### src/hdl/ivr_pkg.sv
// shared types and constants of the interrupt vector router
// used by ivr_ctrl, ivr_dpath, the core and the checker
package ivr_pkg;

  localparam logic [2:0] CMD_ATTACH   = 3'd0;
  localparam logic [2:0] CMD_DETACH   = 3'd1;
  localparam logic [2:0] CMD_DISPATCH = 3'd2;
  localparam logic [2:0] CMD_ENTER    = 3'd3;
  localparam logic [2:0] CMD_EXIT     = 3'd4;

  localparam int CFG_IDX_W = 1;
  localparam logic [CFG_IDX_W-1:0] REG_TICK_VECTOR = 1'd0;
  localparam logic [CFG_IDX_W-1:0] REG_IPI_VECTOR  = 1'd1;
  localparam logic [7:0] TICK_VECTOR_RESET = 8'd0;
  localparam logic [7:0] IPI_VECTOR_RESET  = 8'd1;

  localparam int OUT_CAP = 16;
  localparam int CNT_W   = 4;

  localparam logic [2:0] K_SINGLE      = 3'd0;
  localparam logic [2:0] K_ATTACH_TICK = 3'd1;
  localparam logic [2:0] K_ATTACH_MAP  = 3'd2;
  localparam logic [2:0] K_DETACH      = 3'd3;
  localparam logic [2:0] K_DISP_TICK   = 3'd4;
  localparam logic [2:0] K_DISP_MAP    = 3'd5;

  typedef struct packed {
    logic [2:0] command;
    logic [7:0] vector;
    logic [3:0] vcpu_id;
  } ivr_req_t;

  typedef struct packed {
    logic [3:0] target_vcpu;
    logic       deliver;
    logic       ipi;
    logic       status;
    logic [4:0] nesting_depth;
    logic       reschedule;
    logic       last;
  } ivr_rsp_t;

  typedef struct packed {
    logic load;
    logic clr_step;
    logic slot_step;
    logic attach_commit;
    logic attach_map;
    logic detach_start;
    logic sweep_rd;
    logic map_read;
    logic nest_update;
    logic fan_step;
    logic emit_single;
  } ivr_cmd_t;

  typedef struct packed {
    logic [2:0] kind;
    logic       mem_last;
    logic       slot_last;
    logic       out_free;
    logic       fan_last;
  } ivr_stat_t;

endpackage

### src/hdl/ivr_ctrl.sv
// controller state machine of the interrupt vector router
// depends on ivr_pkg; drives ivr_dpath through command and status structs
module ivr_ctrl (
  input  logic              clk,
  input  logic              rst,
  input  logic              req_valid,
  output logic              req_stall,
  input  ivr_pkg::ivr_stat_t stat,
  output ivr_pkg::ivr_cmd_t  cmd
);

  localparam logic [3:0] S_CLEAR  = 4'd0;
  localparam logic [3:0] S_IDLE   = 4'd1;
  localparam logic [3:0] S_DECODE = 4'd2;
  localparam logic [3:0] S_ASCAN  = 4'd3;
  localparam logic [3:0] S_AFIN   = 4'd4;
  localparam logic [3:0] S_DREAD  = 4'd5;
  localparam logic [3:0] S_DTAIL  = 4'd6;
  localparam logic [3:0] S_FSCAN  = 4'd7;
  localparam logic [3:0] S_RESULT = 4'd8;

  logic [3:0] state, state_next;

  always_ff @(posedge clk) begin
    if (rst) begin
      state <= S_CLEAR;
    end else begin
      state <= state_next;
    end
  end

  assign req_stall = (state != S_IDLE);

  always_comb begin
    state_next = state;
    cmd        = '0;
    case (state)
      S_CLEAR: begin
        cmd.clr_step = 1'b1;
        if (stat.mem_last) state_next = S_IDLE;
      end
      S_IDLE: begin
        if (req_valid) begin
          cmd.load   = 1'b1;
          state_next = S_DECODE;
        end
      end
      S_DECODE: begin
        case (stat.kind)
          ivr_pkg::K_ATTACH_TICK: state_next = S_ASCAN;
          ivr_pkg::K_ATTACH_MAP: begin
            cmd.attach_map = 1'b1;
            state_next     = S_RESULT;
          end
          ivr_pkg::K_DETACH: begin
            cmd.detach_start = 1'b1;
            state_next       = S_DREAD;
          end
          ivr_pkg::K_DISP_TICK: state_next = S_FSCAN;
          ivr_pkg::K_DISP_MAP: begin
            cmd.map_read = 1'b1;
            state_next   = S_RESULT;
          end
          default: begin
            cmd.nest_update = 1'b1;
            state_next      = S_RESULT;
          end
        endcase
      end
      S_ASCAN: begin
        cmd.slot_step = 1'b1;
        if (stat.slot_last) state_next = S_AFIN;
      end
      S_AFIN: begin
        cmd.attach_commit = 1'b1;
        state_next        = S_RESULT;
      end
      S_DREAD: begin
        cmd.sweep_rd = 1'b1;
        if (stat.mem_last) state_next = S_DTAIL;
      end
      S_DTAIL: state_next = S_RESULT;
      S_FSCAN: begin
        if (stat.out_free) begin
          cmd.fan_step = 1'b1;
          if (stat.fan_last) state_next = S_IDLE;
        end
      end
      S_RESULT: begin
        if (stat.out_free) begin
          cmd.emit_single = 1'b1;
          state_next      = S_IDLE;
        end
      end
      default: state_next = S_IDLE;
    endcase
  end

endmodule

### src/hdl/ivr_dpath.sv
// datapath of the interrupt vector router: owner memory, tick slots,
// nesting counter, config registers and result register; depends on ivr_pkg
module ivr_dpath #(
  parameter int NUM_VECTORS = 256,
  parameter int NUM_VCPUS   = 16,
  parameter int MAX_NESTING = 16
) (
  input  logic                             clk,
  input  logic                             rst,
  input  ivr_pkg::ivr_req_t                req,
  input  logic                             cfg_we,
  input  logic [ivr_pkg::CFG_IDX_W-1:0]    cfg_index,
  input  logic [7:0]                       cfg_wdata,
  input  ivr_pkg::ivr_cmd_t                cmd,
  output ivr_pkg::ivr_stat_t               stat,
  input  logic                             rsp_stall,
  output logic                             rsp_valid,
  output ivr_pkg::ivr_rsp_t                rsp
);

  localparam int AW = (NUM_VECTORS > 1) ? $clog2(NUM_VECTORS) : 1;
  localparam int SW = (NUM_VCPUS > 1) ? $clog2(NUM_VCPUS) : 1;
  localparam int NW = $clog2(MAX_NESTING + 1);

  logic [7:0] tick_vector, ipi_vector;
  logic [2:0] item_cmd;
  logic [7:0] item_vec;
  logic [3:0] item_id;

  logic [NUM_VCPUS-1:0] slot_valid;
  logic [3:0]           slot_id [NUM_VCPUS];
  logic [SW-1:0]        sidx, fe_idx;
  logic                 present, have_empty, full;
  logic [ivr_pkg::CNT_W-1:0] fan_cnt;
  logic [NW-1:0]        nest;

  // owner entry: valid in bit 4, vcpu id below
  logic [4:0]    owner_mem [NUM_VECTORS];
  logic [4:0]    rd_q;
  logic [AW-1:0] maddr, rd_addr_q, rd_addr, vaddr;
  logic          rd_pend, rd_en;

  logic is_tick, is_ipi, in_range, map_hit, more_above, sweep_hit, fan_last, slot_fill;
  logic out_valid, load_out;
  ivr_pkg::ivr_rsp_t rsp_q, rsp_next;
  logic [2:0] kind;

  assign is_tick   = (item_vec == tick_vector);
  assign is_ipi    = (item_vec == ipi_vector);
  assign in_range  = (32'(item_vec) < NUM_VECTORS);
  assign vaddr     = AW'(item_vec);
  assign map_hit   = (item_cmd == ivr_pkg::CMD_DISPATCH) && !is_ipi && !is_tick
                     && in_range && rd_q[4];
  assign sweep_hit = rd_pend && rd_q[4] && (rd_q[3:0] == item_id);
  assign slot_fill = cmd.attach_commit && !present && have_empty;

  always_comb begin
    case (item_cmd)
      ivr_pkg::CMD_ATTACH: kind = is_tick ? ivr_pkg::K_ATTACH_TICK : ivr_pkg::K_ATTACH_MAP;
      ivr_pkg::CMD_DETACH: kind = ivr_pkg::K_DETACH;
      ivr_pkg::CMD_DISPATCH: begin
        if (is_ipi) kind = ivr_pkg::K_SINGLE;
        else if (is_tick) kind = (|slot_valid) ? ivr_pkg::K_DISP_TICK : ivr_pkg::K_SINGLE;
        else kind = ivr_pkg::K_DISP_MAP;
      end
      default: kind = ivr_pkg::K_SINGLE;
    endcase
  end

  always_ff @(posedge clk) begin
    if (rst) begin
      tick_vector <= ivr_pkg::TICK_VECTOR_RESET;
      ipi_vector  <= ivr_pkg::IPI_VECTOR_RESET;
    end else if (cfg_we) begin
      case (cfg_index)
        ivr_pkg::REG_TICK_VECTOR: tick_vector <= cfg_wdata;
        ivr_pkg::REG_IPI_VECTOR:  ipi_vector  <= cfg_wdata;
        default: ;
      endcase
    end
  end

  always_ff @(posedge clk) begin
    if (cmd.load) begin
      item_cmd <= req.command;
      item_vec <= req.vector;
      item_id  <= req.vcpu_id;
    end
  end

  // tick subscriber slots
  always_ff @(posedge clk) begin
    if (rst) begin
      slot_valid <= '0;
    end else begin
      if (slot_fill) slot_valid[fe_idx] <= 1'b1;
      if (cmd.detach_start) begin
        for (int i = 0; i < NUM_VCPUS; i++) begin
          if (slot_valid[i] && slot_id[i] == item_id) slot_valid[i] <= 1'b0;
        end
      end
    end
  end

  always_ff @(posedge clk) begin
    if (slot_fill) slot_id[fe_idx] <= item_id;
  end

  // slot walk for tick attach and fan-out
  always_ff @(posedge clk) begin
    if (rst || cmd.load) begin
      sidx       <= '0;
      fe_idx     <= '0;
      present    <= 1'b0;
      have_empty <= 1'b0;
      full       <= 1'b0;
      fan_cnt    <= '0;
    end else begin
      if (cmd.slot_step) begin
        if (slot_valid[sidx] && slot_id[sidx] == item_id) present <= 1'b1;
        if (!slot_valid[sidx] && !have_empty) begin
          have_empty <= 1'b1;
          fe_idx     <= sidx;
        end
        sidx <= sidx + 1'b1;
      end
      if (cmd.attach_commit && !present && !have_empty) full <= 1'b1;
      if (cmd.fan_step) begin
        if (slot_valid[sidx]) fan_cnt <= fan_cnt + 1'b1;
        sidx <= sidx + 1'b1;
      end
    end
  end

  always_comb begin
    more_above = 1'b0;
    for (int i = 0; i < NUM_VCPUS; i++) begin
      if (i > int'(sidx) && slot_valid[i]) more_above = 1'b1;
    end
  end

  assign fan_last = slot_valid[sidx]
                    && (!more_above || fan_cnt == ivr_pkg::CNT_W'(ivr_pkg::OUT_CAP - 1));

  always_ff @(posedge clk) begin
    if (rst) begin
      nest <= '0;
    end else if (cmd.nest_update) begin
      if (item_cmd == ivr_pkg::CMD_ENTER && nest < NW'(MAX_NESTING)) begin
        nest <= nest + 1'b1;
      end else if (item_cmd == ivr_pkg::CMD_EXIT && nest != '0) begin
        nest <= nest - 1'b1;
      end
    end
  end

  // owner memory with clearing pass and detach sweep
  always_ff @(posedge clk) begin
    if (rst || cmd.load) begin
      maddr <= '0;
    end else if (cmd.clr_step || cmd.sweep_rd) begin
      maddr <= maddr + 1'b1;
    end
  end

  always_ff @(posedge clk) begin
    if (rst) begin
      rd_pend <= 1'b0;
    end else begin
      rd_pend <= cmd.sweep_rd;
    end
    rd_addr_q <= maddr;
  end

  assign rd_addr = cmd.sweep_rd ? maddr : vaddr;
  assign rd_en   = cmd.sweep_rd || cmd.map_read;

  always_ff @(posedge clk) begin
    if (cmd.clr_step) begin
      owner_mem[maddr] <= '0;
    end else if (cmd.attach_map && in_range) begin
      owner_mem[vaddr] <= {1'b1, item_id};
    end else if (sweep_hit) begin
      owner_mem[rd_addr_q] <= '0;
    end
  end

  always_ff @(posedge clk) begin
    if (rd_en) rd_q <= owner_mem[rd_addr];
  end

  // result register
  assign load_out = cmd.emit_single || (cmd.fan_step && slot_valid[sidx]);

  always_comb begin
    rsp_next               = '0;
    rsp_next.nesting_depth = 5'(nest);
    if (cmd.fan_step) begin
      rsp_next.target_vcpu = slot_id[sidx];
      rsp_next.deliver     = 1'b1;
      rsp_next.last        = fan_last;
    end else begin
      rsp_next.target_vcpu = map_hit ? rd_q[3:0] : 4'd0;
      rsp_next.deliver     = map_hit;
      rsp_next.ipi         = (item_cmd == ivr_pkg::CMD_DISPATCH) && is_ipi;
      rsp_next.status      = full;
      rsp_next.reschedule  = (item_cmd == ivr_pkg::CMD_EXIT) && (nest == '0);
      rsp_next.last        = 1'b1;
    end
  end

  always_ff @(posedge clk) begin
    if (rst) begin
      out_valid <= 1'b0;
    end else if (load_out) begin
      out_valid <= 1'b1;
    end else if (!rsp_stall) begin
      out_valid <= 1'b0;
    end
  end

  always_ff @(posedge clk) begin
    if (load_out) rsp_q <= rsp_next;
  end

  assign rsp_valid = out_valid;
  assign rsp       = rsp_q;

  assign stat.kind      = kind;
  assign stat.mem_last  = (maddr == AW'(NUM_VECTORS - 1));
  assign stat.slot_last = (sidx == SW'(NUM_VCPUS - 1));
  assign stat.out_free  = !out_valid || !rsp_stall;
  assign stat.fan_last  = fan_last;

endmodule

### src/hdl/interrupt_vector_router_core.sv
// interrupt vector router top level: routes vectors to virtual cpus
// depends on ivr_pkg, ivr_ctrl and ivr_dpath
//
// req carries one command (attach, detach, dispatch, enter, exit) with a
// vector and a vcpu id; it transfers when req_valid is high and req_stall low.
// rsp carries result items; the last item of a command has last set. the cfg
// port writes tick_vector (index 0) and ipi_vector (index 1); the user must
// write them only while idle, the block itself does not enforce it.
// one item at a time: a command is taken in idle, decoded in the next cycle.
// single-result commands end in the result state, which loads the result
// register. tick attach first walks the slots; detach first sweeps the owner
// memory one entry a cycle through its single read port. tick dispatch fans
// out one slot a cycle while the result register is free, at most 16 results.
// after reset a clearing pass writes every owner entry invalid with req_stall
// high; cfg writes are taken meanwhile.
// a stalled result holds in the result register and the work waits on it.
module interrupt_vector_router_core #(
  parameter int NUM_VECTORS = 256,
  parameter int NUM_VCPUS   = 16,
  parameter int MAX_NESTING = 16
) (
  input  logic                          clk,
  input  logic                          rst,
  input  logic                          req_valid,
  output logic                          req_stall,
  input  ivr_pkg::ivr_req_t             req,
  output logic                          rsp_valid,
  input  logic                          rsp_stall,
  output ivr_pkg::ivr_rsp_t             rsp,
  input  logic                          cfg_we,
  input  logic [ivr_pkg::CFG_IDX_W-1:0] cfg_index,
  input  logic [7:0]                    cfg_wdata
);

  ivr_pkg::ivr_cmd_t  cmd;
  ivr_pkg::ivr_stat_t stat;

  ivr_ctrl u_ctrl (
    .clk       (clk),
    .rst       (rst),
    .req_valid (req_valid),
    .req_stall (req_stall),
    .stat      (stat),
    .cmd       (cmd)
  );

  ivr_dpath #(
    .NUM_VECTORS (NUM_VECTORS),
    .NUM_VCPUS   (NUM_VCPUS),
    .MAX_NESTING (MAX_NESTING)
  ) u_dpath (
    .clk       (clk),
    .rst       (rst),
    .req       (req),
    .cfg_we    (cfg_we),
    .cfg_index (cfg_index),
    .cfg_wdata (cfg_wdata),
    .cmd       (cmd),
    .stat      (stat),
    .rsp_stall (rsp_stall),
    .rsp_valid (rsp_valid),
    .rsp       (rsp)
  );

endmodule

### config.mk
export PLATFORM = sky130hd
export DESIGN_NAME = interrupt_vector_router_core
export DESIGN_NICKNAME = d
export VERILOG_FILES = /design/src/hdl/ivr_pkg.sv /design/src/hdl/ivr_ctrl.sv /design/src/hdl/ivr_dpath.sv /design/src/hdl/interrupt_vector_router_core.sv
export SDC_FILE = /design/constraint.sdc
export NUM_CORES = 2
export LEC_CHECK = 0
export ABC_AREA = 1
export BUFFER_PORTS_ARGS = -buffer_cell sky130_fd_sc_hd__buf_2
export CORE_UTILIZATION = 64
export DETAILED_ROUTE_END_ITERATION = 6
export HOLD_SLACK_MARGIN = 0.15
export PLACE_DENSITY = 0.8
export SYNTH_ARGS = -nofsm -noshare
export SYNTH_HDL_FRONTEND = slang
export SYNTH_HIERARCHICAL = 1
export SYNTH_SLANG_ARGS = --single-unit
export TNS_END_PERCENT = 10
### constraint.sdc
create_clock -name clk -period 12.9 [get_ports clk]
set_input_delay 1.29 -clock clk [delete_from_list [all_inputs] [get_ports clk]]
set_output_delay 1.29 -clock clk [all_outputs]
set_load 0.02 [all_outputs]
======== Yosys cells after proc, flatten, opt, wreduce, memory -nomap -nowiden ========
Memory sizes are Yosys's and may differ from the RTL's. A register that Yosys moved wholly into a read port is not among the register bits.
Index checks and enable logic that the tools add are counted.
storage, ports and cells
  memories ................................ 2
  memory bits (writable) .................. 1344
  bits in read-only memories .............. 0
  flip-flop bits (word level) ............. 103
  latch bits .............................. 0
cells by class
  equality and inequality tests ........... 49
  div/mod/pow operators ................... 0
  mux-type cells .......................... 94
  reductions and logical operators ........ 80
  $lt $le $gt $ge ......................... 19
  add/subtract/negate cells ............... 5
  $mul .................................... 0
  shift-type cells ........................ 0
  bitwise logic cells ..................... 2
memory list
  name               words  bits a word  read ports  clocked after memory_dff  wr ports  RTL line         RTL
  u_dpath.owner_mem  256    5            1           1                         1         ivr_dpath.sv:38  logic [4:0] owner_mem [NUM_VECTORS];
  u_dpath.slot_id    16     4            17          1                         1         ivr_dpath.sv:31  logic [3:0] slot_id [NUM_VCPUS];
operators with widths
  operator                                                              number
  4-bit == test                                                         18
  1-bit two-way mux                                                     61
  1-bit logical AND                                                     48
  4-bit two-way mux                                                     12
  4-bit > comparator, first input constant                              8
  16-bit two-way mux                                                    2
  4-bit case mux with 8 select lines                                    1
  5-bit two-way mux                                                     5
  8-bit two-way mux                                                     3
  4-bit by 3-bit == test with 1-bit output, second input constant       4
  8-bit == test                                                         2
  3-bit by 4-bit > comparator with 1-bit output, first input constant   4
  16-bit OR                                                             1
  16-bit OR reduction                                                   1
  5-bit OR reduction                                                    3
  3-bit by 2-bit == test with 1-bit output, second input constant       4
  4-bit == test, second input constant                                  3
  2-bit inequality test, second input constant                          6
  4-bit case mux with 3 select lines                                    1
  2-bit AND reduction                                                   6
  4-bit by 5-bit < comparator with 1-bit output, second input constant  2
  3-bit == test, second input constant                                  3
  3-bit two-way mux                                                     3
  3-bit case mux with 3 select lines                                    1
  other kinds (27)                                                      47

======== Longest topological paths before layout ========
  depth in word-level cells ............... 23
  gate-level depth with buffers ........... 22
  mapped depth without buffers ............ 21

======== Cells and area by module ========
Netlist, hierarchy kept.
modules (own cells, without submodules)
  module     cells an instance  instances  area an instance (sq um)
  ivr_dpath  6375               1          64474.3
  ivr_ctrl   89                 1          471.7

======== Least setup slack after synthesis ========
No wires, ideal clock.
  kind .................................... flip-flop to flip-flop
  start ................................... reg u_dpath.item_vec[4]
  end ..................................... mem u_dpath.owner_mem[0][0], data pin
  period minus slack after synthesis ...... 9.566 ns
  data arrival time ....................... 8.176 ns
  stages on the path, launching flop included .. 14
  slack ................................... 3.334 ns
  setup time .............................. 1.390 ns
  cell sequence ........................... edfxtp_1 > inv_1 > or2_2 > nand3_1 > nor3_1 > nand4_1 > inv_1 > a211oi_1 > inv_1 > nor4_1 > inv_1 > nor2_2 > inv_1 > nor2_1
RTL lines
  what                    RTL line         RTL
  start, declared         ivr_dpath.sv:27  logic [7:0] item_vec;
  start signal, assigned  ivr_dpath.sv:86  item_vec <= req.vector;
  end, declared           ivr_dpath.sv:38

==> key figures <==
Global routing
  – Initial antenna violation count: 1
  – GR Overflow Total: 0
  – First-pass GRT wire length: 250 mm
  – Largest net degree at the start of global routing: 220
  – Vias in the first global route: 44600
  – GRT Total Usage: 32.0%

Synth
  – Syn. warnings: 6
  – Area contributors post-synth: edfxtp_1 (64%), nand2_1 (9.1%), nand3_1 (9.0%)
  – Synth area leader: edfxtp_1
  – Post-synth EDFFs: 1378
  – Synth Area per Inst: 10.0 um2
  – Count of different cell masters after synthesis: 53
  – Area of the mapped netlist: 0.0649 mm2
  – Top_reg_cell synth: edfxtp_1
  – Post-Syn Instances: 6464
  – Syn nets: 6501
  – Post-synth ARST share: 0%
  – Synth Register Bits: 1456
  – Top-count cell post-synth: nand2_1
  – Top cells by count, synth: nand2_1 (1575), edfxtp_1 (1378), nand3_1 (1166), inv_1 (1027), nor2_1 (389)
  – Register area share after synthesis: 66.1%
  – Synth top area share: 63.7%

Place
  – Gpl congestion: 0.943
  – # port buffers: 44
  – Post-DP HPWL: 92.9 mm

Finish
  – Fraction of layout cells with a size suffix above 1: 6.12%
  – N_diodes: 0
  – Final Net Count: 6411
  – Layout overhead on the synthesized area: 9.07%
  – # fillers: 6804

Clock tree
  – Worst skew pair latency: 770 ps
  – Max H-tree Level: 4
  – Clk sink count: 1456
  – Post CTS Setup Buffer Count: 0
  – CTS Buf Count: 148
  – CTS clk-pin slew, worst paths: 60 ps
  – CTS resizes: 0
  – Clock Tree Buf Depth: 3
  – CTS tree: done
  – Clk Tree Root Cell: clkbuf_16
  – Hold-fix buffers at CTS: 0

Setup path
  – Worst-path fanout max: 198
  – Critical path arrival: 7550 ps
  – WS Path Type: flop to flop
  – WP data required: 13290 ps
  – Critical Path End Type: flop
  – Worst setup SP type: flop

Run
  – Max-cap violations: 0

Detailed routing
  – Avg WL per Cell: 20.9 um
  – Drt total wl: 164 mm
  – Post-DRT Antenna Nets: 0
  – DRC: 0
  – DR iter-0 viols: 7377
  – Drt pass-1 iters: 7
  – Drt via density: 5.94
  – Via Count: 46700

Floorplan
  – Die width: 321 um
  – I/O Pins: 45
  – Num rows: 116
  – Initial Utilization: 64.8%
  – Die area: 0.103 mm2
  – Die height: 321 um
  – Core area: 0.100 mm2

STA
  – Final Max Tran Viols: 0
  – Fmax: 140 MHz
  – Finish-stage setup viols: 0
  – RSZ-0062 raised after global routing: false
  – Relative slew margins: 21.1%
  – Slew @ Worst Pin: 1180 ps
  – Max Clock Skew: 30.1 ps
  – Setup TNS: 0 ps
  – Post-route minimum period: 7160 ps
  – Min Hold Slack: 399 ps
  – Final period utilization: 55.5%
  – Final hold violation count: 0

Power
  – PwrDens: 151 mW/mm2
  – Peak supply drop: 0.127 mV
  – Leak: 29.1 nW

Worst hold path
  – Hold Crit Class: flop to flop

Run status
  – Outcome: complete, no violations
-- final timing paths --
| path | startpoint | to | slack [ps] | depth (start not counted) |
|---|---|---|---|---|
| setup reg to reg | u_dpath/item_vec[4]$_DFFE_PP_ | u_dpath/owner_mem[158][0]$_DFFE_PP_ | 5740 | 21 |
| hold reg to reg | u_dpath/maddr[1]$_SDFFE_PP0P_ | u_dpath/rd_addr_q[1]$_DFF_P_ | 400 | 0 |
| setup / recovery | u_dpath/item_vec[4]$_DFFE_PP_ | u_dpath/owner_mem[158][0]$_DFFE_PP_ | 5740 | 21 |
| hold / removal | u_dpath/maddr[1]$_SDFFE_PP0P_ | u_dpath/rd_addr_q[1]$_DFF_P_ | 400 | 0 |
-- placed cells by master (no fill, tap or decap), types with 39 or more instances in the layout --
| cell | instances |
|---|---|
| o211ai_1 | 58 |
| nand2_1 | 1571 |
| nand3_1 | 1164 |
| inv_1 | 1027 |
| buf_2 | 44 |
| dfxtp_1 | 77 |
| clkbuf_16 | 153 |
| o21ai_0 | 132 |
| clkbuf_1 | 39 |
| nor2_1 | 383 |
| edfxtp_1 | 1378 |
| buf_4 | 57 |
| a21oi_1 | 57 |
-- power by group --
group	switching [mW]	internal, mW	total, mW
Combinational	0.965	0.323	1.29
Sequential	0.0254	5.16	5.18
Clock	1.74	2.48	4.22
-- cell type report --
class / count / area, um2 / area share [%]
well taps: 1357 / 1700 / 2.40
clock inverters: 70 / 756 / 1.07
inverters: 1042 / 3920 / 5.53
multi-input cells: 3618 / 16700 / 23.6
clock buffers: 197 / 4040 / 5.71
repair buffers: 108 / 788 / 1.11
flip-flops and latches: 1456 / 42900 / 60.6
-- flip-flops by register name, summed over array words and instances (netlist names), 3 cells and up, named ones only --
signal	flops
u_dpath/fe_idx	4
u_dpath/slot_valid	16
u_dpath/nest	5
u_dpath/slot_id	64
u_dpath/rd_q	5
u_dpath/owner_mem	1280
u_ctrl/state	4
u_dpath/fan_cnt	4
u_dpath/rsp	14
u_dpath/item_id	4
u_dpath/item_vec	8
u_dpath/rd_addr_q	8
u_dpath/maddr	8
u_dpath/sidx	4
u_dpath/ipi_vector	8
u_dpath/item_cmd	3
u_dpath/tick_vector	8
-- metal layers --
metal | part of all wire (%) | track usage (%) | vias to the layer above
li1 | - | - | 21200
met1 | 38 | 42.7 | 22000
met2 | 46 | 50.5 | 2965
met3 | 11 | 6.45 | 489
met4 | 4.6 | 15.3 | 0
met5 | 0 | 0 | -
-- through the flow --
stage          power [mW]  worst slack, ps  cell area (um2)  util [%]  instances
6_report             10.7             5740            70800      70.6       7848
5_1_grt              11.0             5300            70800      70.6       7848
4_1_cts              10.7             5810            70800      70.6       7848
3_5_place_dp         6.51             5870            66000      65.8       7581
3_3_place_gp         6.49             6150            66000      65.8       7581
2_1_floorplan        6.10             3330            64900         -       6464
-- worst max-delay path, cell delays in order (launching register included) --
cell      delay [ps]
edfxtp_1         370
inv_1            120
or2_2            280
nand3_1           90
nor3_1            60
nand4_1          110
inv_1            100
a211oi_1         510
inv_1            130
nor4_1           480
inv_1            170
nor2_4           110
buf_4            680
buf_12           810
o21ai_0          250
inv_1            100
nand2_1           50
o21ai_1          190
inv_1            140
nor2_2           240
nand3_2          940
nor2_1           770
-- cell families (layout without fill, tap and decap cells) --
| family | after synthesis | after routing | share of synthesized area [%] |
|---|---|---|---|
| buffers and inverters | 1390 | 1417 | 8.40 |
| and+or+nand+nor | 3250 | 3250 | 21.7 |
| adders and majority gates | 8 | 8 | 0.166 |
| DFF | 1456 | 1456 | 66.1 |
| AOI/OAI and AO/OA | 319 | 319 | 3.01 |
| muxes | 1 | 1 | 0.0154 |
| xor gates and xnor gates | 40 | 40 | 0.539 |
Power figures use the tool's default switching activity.
